## config.mk

```make
export PLATFORM = sky130hd
export DESIGN_NAME = lom_book
export DESIGN_NICKNAME = d
export VERILOG_FILES = /design/src/rtl/lom_pkg.sv /design/src/rtl/lom_cell.sv /design/src/rtl/lom_book.sv
export SDC_FILE = /design/constraint.sdc
export NUM_CORES = 2
export LEC_CHECK = 0
export BUFFER_PORTS_ARGS = -buffer_cell sky130_fd_sc_hd__buf_2
export CORE_ASPECT_RATIO = 0.75
export CORE_MARGIN = 2
export CORE_UTILIZATION = 70
export CTS_BUF_LIST = sky130_fd_sc_hd__clkbuf_4
export DETAILED_ROUTE_END_ITERATION = 12
export PLACE_DENSITY_LB_ADDON = 0.1
export SKIP_LAST_GASP = 1
export SLEW_MARGIN = 10
export SYNTH_ARGS = -nofsm -noshare
export SYNTH_HDL_FRONTEND = slang
export SYNTH_SLANG_ARGS = --single-unit
export TNS_END_PERCENT = 1
```

## constraint.sdc

```tcl
create_clock -name i_clk -period 10.65 [get_ports i_clk]
set_input_delay 1.065 -clock i_clk [delete_from_list [all_inputs] [get_ports i_clk]]
set_output_delay 1.065 -clock i_clk [all_outputs]
set_load 0.05 [all_outputs]
```

## src/rtl/lom_pkg.sv

```systemverilog
// ----------------------------------------------------------------------------
// lom_pkg
// Shared types and constants of the limit order matcher.
// ----------------------------------------------------------------------------
package lom_pkg;

    localparam int BookDepthDefault = 32;
    localparam int SymW    = 4;
    localparam int TraderW = 8;
    localparam int PriceW  = 32;
    localparam int QtyW    = 16;
    localparam int IdW     = 16;

    // result kinds
    localparam logic [1:0] KIND_TRADE  = 2'd0;
    localparam logic [1:0] KIND_FINISH = 2'd1;
    localparam logic [1:0] KIND_CANCEL = 2'd2;

    // status codes
    localparam logic [2:0] ST_FILLED    = 3'd0;
    localparam logic [2:0] ST_RESTED    = 3'd1;
    localparam logic [2:0] ST_DROPPED   = 3'd2;
    localparam logic [2:0] ST_CANCELLED = 3'd3;
    localparam logic [2:0] ST_NOT_FOUND = 3'd4;

    // commands and sides
    localparam logic CMD_PLACE  = 1'b0;
    localparam logic CMD_CANCEL = 1'b1;
    localparam logic SIDE_BUY   = 1'b0;
    localparam logic SIDE_SELL  = 1'b1;

    typedef struct packed {
        logic [PriceW-1:0]  price;
        logic [QtyW-1:0]    qty;
        logic [TraderW-1:0] trader;
        logic [SymW-1:0]    sym;
        logic [IdW-1:0]     id;
    } t_entry;

endpackage

```

## src/rtl/lom_cell.sv

```systemverilog
// ----------------------------------------------------------------------------
// lom_cell
// One resting-order slot: load from the write port or take the neighbour.
// ----------------------------------------------------------------------------
module lom_cell (
    input  logic            i_clk,
    input  logic            i_shift,
    input  logic            i_wr,
    input  lom_pkg::t_entry i_wr_data,
    input  lom_pkg::t_entry i_next,
    output lom_pkg::t_entry o_q
);

    lom_pkg::t_entry r_q;

    always_ff @(posedge i_clk) begin
        if (i_wr) begin
            r_q <= i_wr_data;
        end else if (i_shift) begin
            r_q <= i_next;
        end
    end

    assign o_q = r_q;

endmodule

```

## src/rtl/lom_book.sv

```systemverilog
// ----------------------------------------------------------------------------
// lom_book
// Row of order cells; shifting moves every entry one place toward the head.
// ----------------------------------------------------------------------------
module lom_book #(
    parameter int BOOK_DEPTH = lom_pkg::BookDepthDefault,
    localparam int IW = (BOOK_DEPTH > 1) ? $clog2(BOOK_DEPTH) : 1
) (
    input  logic            i_clk,
    input  logic            i_shift,
    input  logic            i_wr,
    input  logic [IW-1:0]   i_wr_pos,
    input  lom_pkg::t_entry i_wr_data,
    output lom_pkg::t_entry o_head
);

    lom_pkg::t_entry w_q [BOOK_DEPTH];

    for (genvar k = 0; k < BOOK_DEPTH; k++) begin : g_cell
        lom_pkg::t_entry w_next;
        if (k < BOOK_DEPTH - 1) begin : g_mid
            assign w_next = w_q[k+1];
        end else begin : g_end
            assign w_next = w_q[k];
        end
        lom_cell u_cell (
            .i_clk     (i_clk),
            .i_shift   (i_shift),
            .i_wr      (i_wr && (i_wr_pos == IW'(k))),
            .i_wr_data (i_wr_data),
            .i_next    (w_next),
            .o_q       (w_q[k])
        );
    end

    assign o_head = w_q[0];

endmodule

```

==> results.cfg <==
[floorplan]
die_x_microns = 446
initial_core_util = 0.705
num_rows = 121
core_sq_um = 145000
dieArea_sq_um = 149000
num_io_pins = 160
die-height_microns = 335

[worst_hold_path]
hp-class = input pin to register
min_from = i_wr_data[40]
whs_path_depth = 1
holdPathEnd = g_cell[31].u_cell.o_q[40]$_DFFE_PP_

[logic_synthesis]
synth_area_leader_cell = edfxtp_1
synth_top_area_frac = 0.714
yosysWarnings = 0
ys_seq_area_frac = 0.714
syn_inst = 5356
yosysUniqueCellTypes = 18
ys_ff_latch = 2432
synthTopCellsByArea = edfxtp_1 71%, mux2_2 26%, buf_2 0.89%, clkbuf_1 0.87%, buf_4 0.47%
synth_fp_nets = 5440
avgSynthCellArea_sq_um = 19.1
synth_area_sq_um = 102000

[cts]
postCtsHoldBufs = 0
htreeDepth = 6
clock_latency_ns = 1.35
clk_pin_slew_ns = 0.07
postCtsSetupRepairBufs = 0
clockBufferDepth = 4
cts_root_buf = clkbuf_4
cts_resized = 0
cts_buffers = 588
clock_sinks = 2432
cts_tree = built

[pwr]
power_density_nw_per_um2 = 178
power.leakage_nw = 38.7
ir_drop_mv = 0.113

[finish]
syn_to_final_growth_pct = 8.27
largest_register_ffs = 2432
drive_gt1_frac = 0.581
final_nets = 5757

[critical_path]
critPathCaptureType = register
worst-endpoint-required_ns = 11.55
reg2reg_from = g_cell[1].u_cell.o_q[31]$_DFFE_PP_
r2r-end = g_cell[0].u_cell.o_q[31]$_DFFE_PP_
crit_type = input pin to register
arrival_ns = 4.48
ff2ff_path_depth = 1
worst_setup_path_start_kind = input pin
path_max_fanout = 77
regToRegSetupSlack_ns = 9.45

[timing]
tns_ns = 0
rsz0062_at_grt = false
worst_pin_slew_ns = 1.29
hold_viol = 0
skew_ns = 0.0543
whs_ns = 0.309
setup_viol = 0
setup_slack_ns = 7.07
timing.fmax_ghz = 0.279
fin_crit_ns = 3.58
fin_crit_sh = 0.336
slew_headroom = 0.140
slew_violations = 0

[place]
routabilityCongestion = 0.815
dp_hpwl_mm = 116
io_buffers = 159
pre_cts_ws_ns = 5.81

[detailed_routing]
first_pass_iters = 5
drc = 0
drtIter0Drc = 5069
avgViaCountPerCell = 6.27
drt-total-wl_mm = 208
wire_per_inst_microns = 26.3
vias = 49600
antenna_left = 0

[global_routing]
grt_antenna_before_repair = 17
grt_first_pass_wirelength_mm = 317
grt_max_degree = 78
grt_pass1_vias = 51300
gr-usage-all-layers = 0.283
overflow = 0

[flow_run]
maxCapViolations = 0

[status]
status = complete, no violations
[logic make-up (layout without fill, tap and decap cells)]
| family | Yosys count | count (layout) | share of synthesized area |
|---|---|---|---|
| AND/OR/NAND/NOR | 77 | 77 | 0.00454 |
| other | 0 | 9 | 0 |
| flip-flops | 2432 | 2432 | 0.714 |
| multiplexers | 2356 | 2356 | 0.259 |
| buffers and inverters | 491 | 1133 | 0.0226 |
[synth_stat cells]
| library cell | instances |
|---|---|
| edfxtp_1 | 2432 |
| mux2_2 | 2356 |
| clkbuf_1 | 238 |
| buf_2 | 181 |
| buf_4 | 64 |
| nand2b_1 | 24 |
| nand2_1 | 13 |
| nor2_1 | 13 |
| or2_2 | 12 |
| buf_1 | 8 |
| and4bb_2 | 3 |
| nand3_1 | 3 |
| nand4b_1 | 3 |
| nor2b_1 | 2 |
| nand3_2 | 1 |
| nand4_1 | 1 |
| nor3_2 | 1 |
| nor4b_4 | 1 |
[worst max-delay path by stage]
stage	startpoint	endpoint	cells after the start
floorplan	i_wr_pos[4]	g_cell[31].u_cell.o_q[0]$_DFFE_PP_	3
global placement	i_wr_pos[3]	g_cell[7].u_cell.o_q[75]$_DFFE_PP_	6
detailed placement	i_wr_pos[3]	g_cell[7].u_cell.o_q[60]$_DFFE_PP_	6
CTS	g_cell[0].u_cell.o_q[65]$_DFFE_PP_	o_head[65]	1
global route	i_wr_pos[3]	g_cell[7].u_cell.o_q[72]$_DFFE_PP_	6
finish	i_wr_pos[3]	g_cell[7].u_cell.o_q[72]$_DFFE_PP_	6
[final cells by class]
| cell class | instances | area (sq um) |
|---|---|---|
| flip-flops and latches | 2432 | 73000 |
| fillers | 8105 | 34400 |
| multi-input cells | 2433 | 27400 |
| clock buffers | 808 | 6070 |
| well taps | 1906 | 2380 |
| repair buffers | 218 | 1300 |
| clock inverters | 107 | 578 |
| diodes | 9 | 22.5 |
[per-stage QoR]
| step | area, sq um | std cells | util | power, W |
|---|---|---|---|---|
| CTS | 111000 | 7901 | 0.762 | 0.0198 |
| global route | 111000 | 7911 | 0.763 | 0.0204 |
| detailed placement | 104000 | 6986 | 0.717 | 0.0128 |
| floorplan | 102000 | 5356 | - | 0.0124 |
| global placement | 104000 | 6986 | 0.717 | 0.0127 |
| finish | 111000 | 7913 | 0.763 | 0.0197 |
[where the power goes]
group / internal [W] / switching [W]
Combinational: 0.000466 / 0.000714
Sequential: 0.0112 / 0.000153
Clock: 0.00361 / 0.00348
[routing by layer]
layer | GRT usage | wire length, microns | up-vias
li1 | - | - | 21800
met1 | 0.441 | 95200 | 25400
met2 | 0.393 | 88900 | 2064
met3 | 0.0769 | 19600 | 292
met4 | 0.0877 | 4110 | 2
met5 | 0 | 4 | -
[placed cells by master (no fill, tap or decap)]
master     synthesis  routed
inv_2              0      19
mux2_2          2356    2356
clkinv_1           0      70
nor2b_1            2       2
clkinv_4           0       1
nand4b_1           3       3
buf_2            181     159
clkinv_2           0      11
edfxtp_1        2432    2432
nand2_1           13       1
nor3_4             0       1
diode_2            0       9
buf_16             0       3
nand2b_1          24       2
bufinv_16          0       6
nand2b_4           0      22
nor4b_4            1       1
or2_4              0      12
and4bb_2           3       3
nand4_1            1       1
nand2_4            0      12
buf_4             64      56
nand3_4            0       4
nor2_1            13       1
nor2_4             0      12
clkbuf_4           0     808
[critical path, cell delays in order]
cell and delay [ns]:
buf_2 0.16, nand4b_1 0.69, nor2_4 0.29, buf_4 0.96, or2_4 0.26, buf_4 0.91
(Power assumes the default switching activity.)
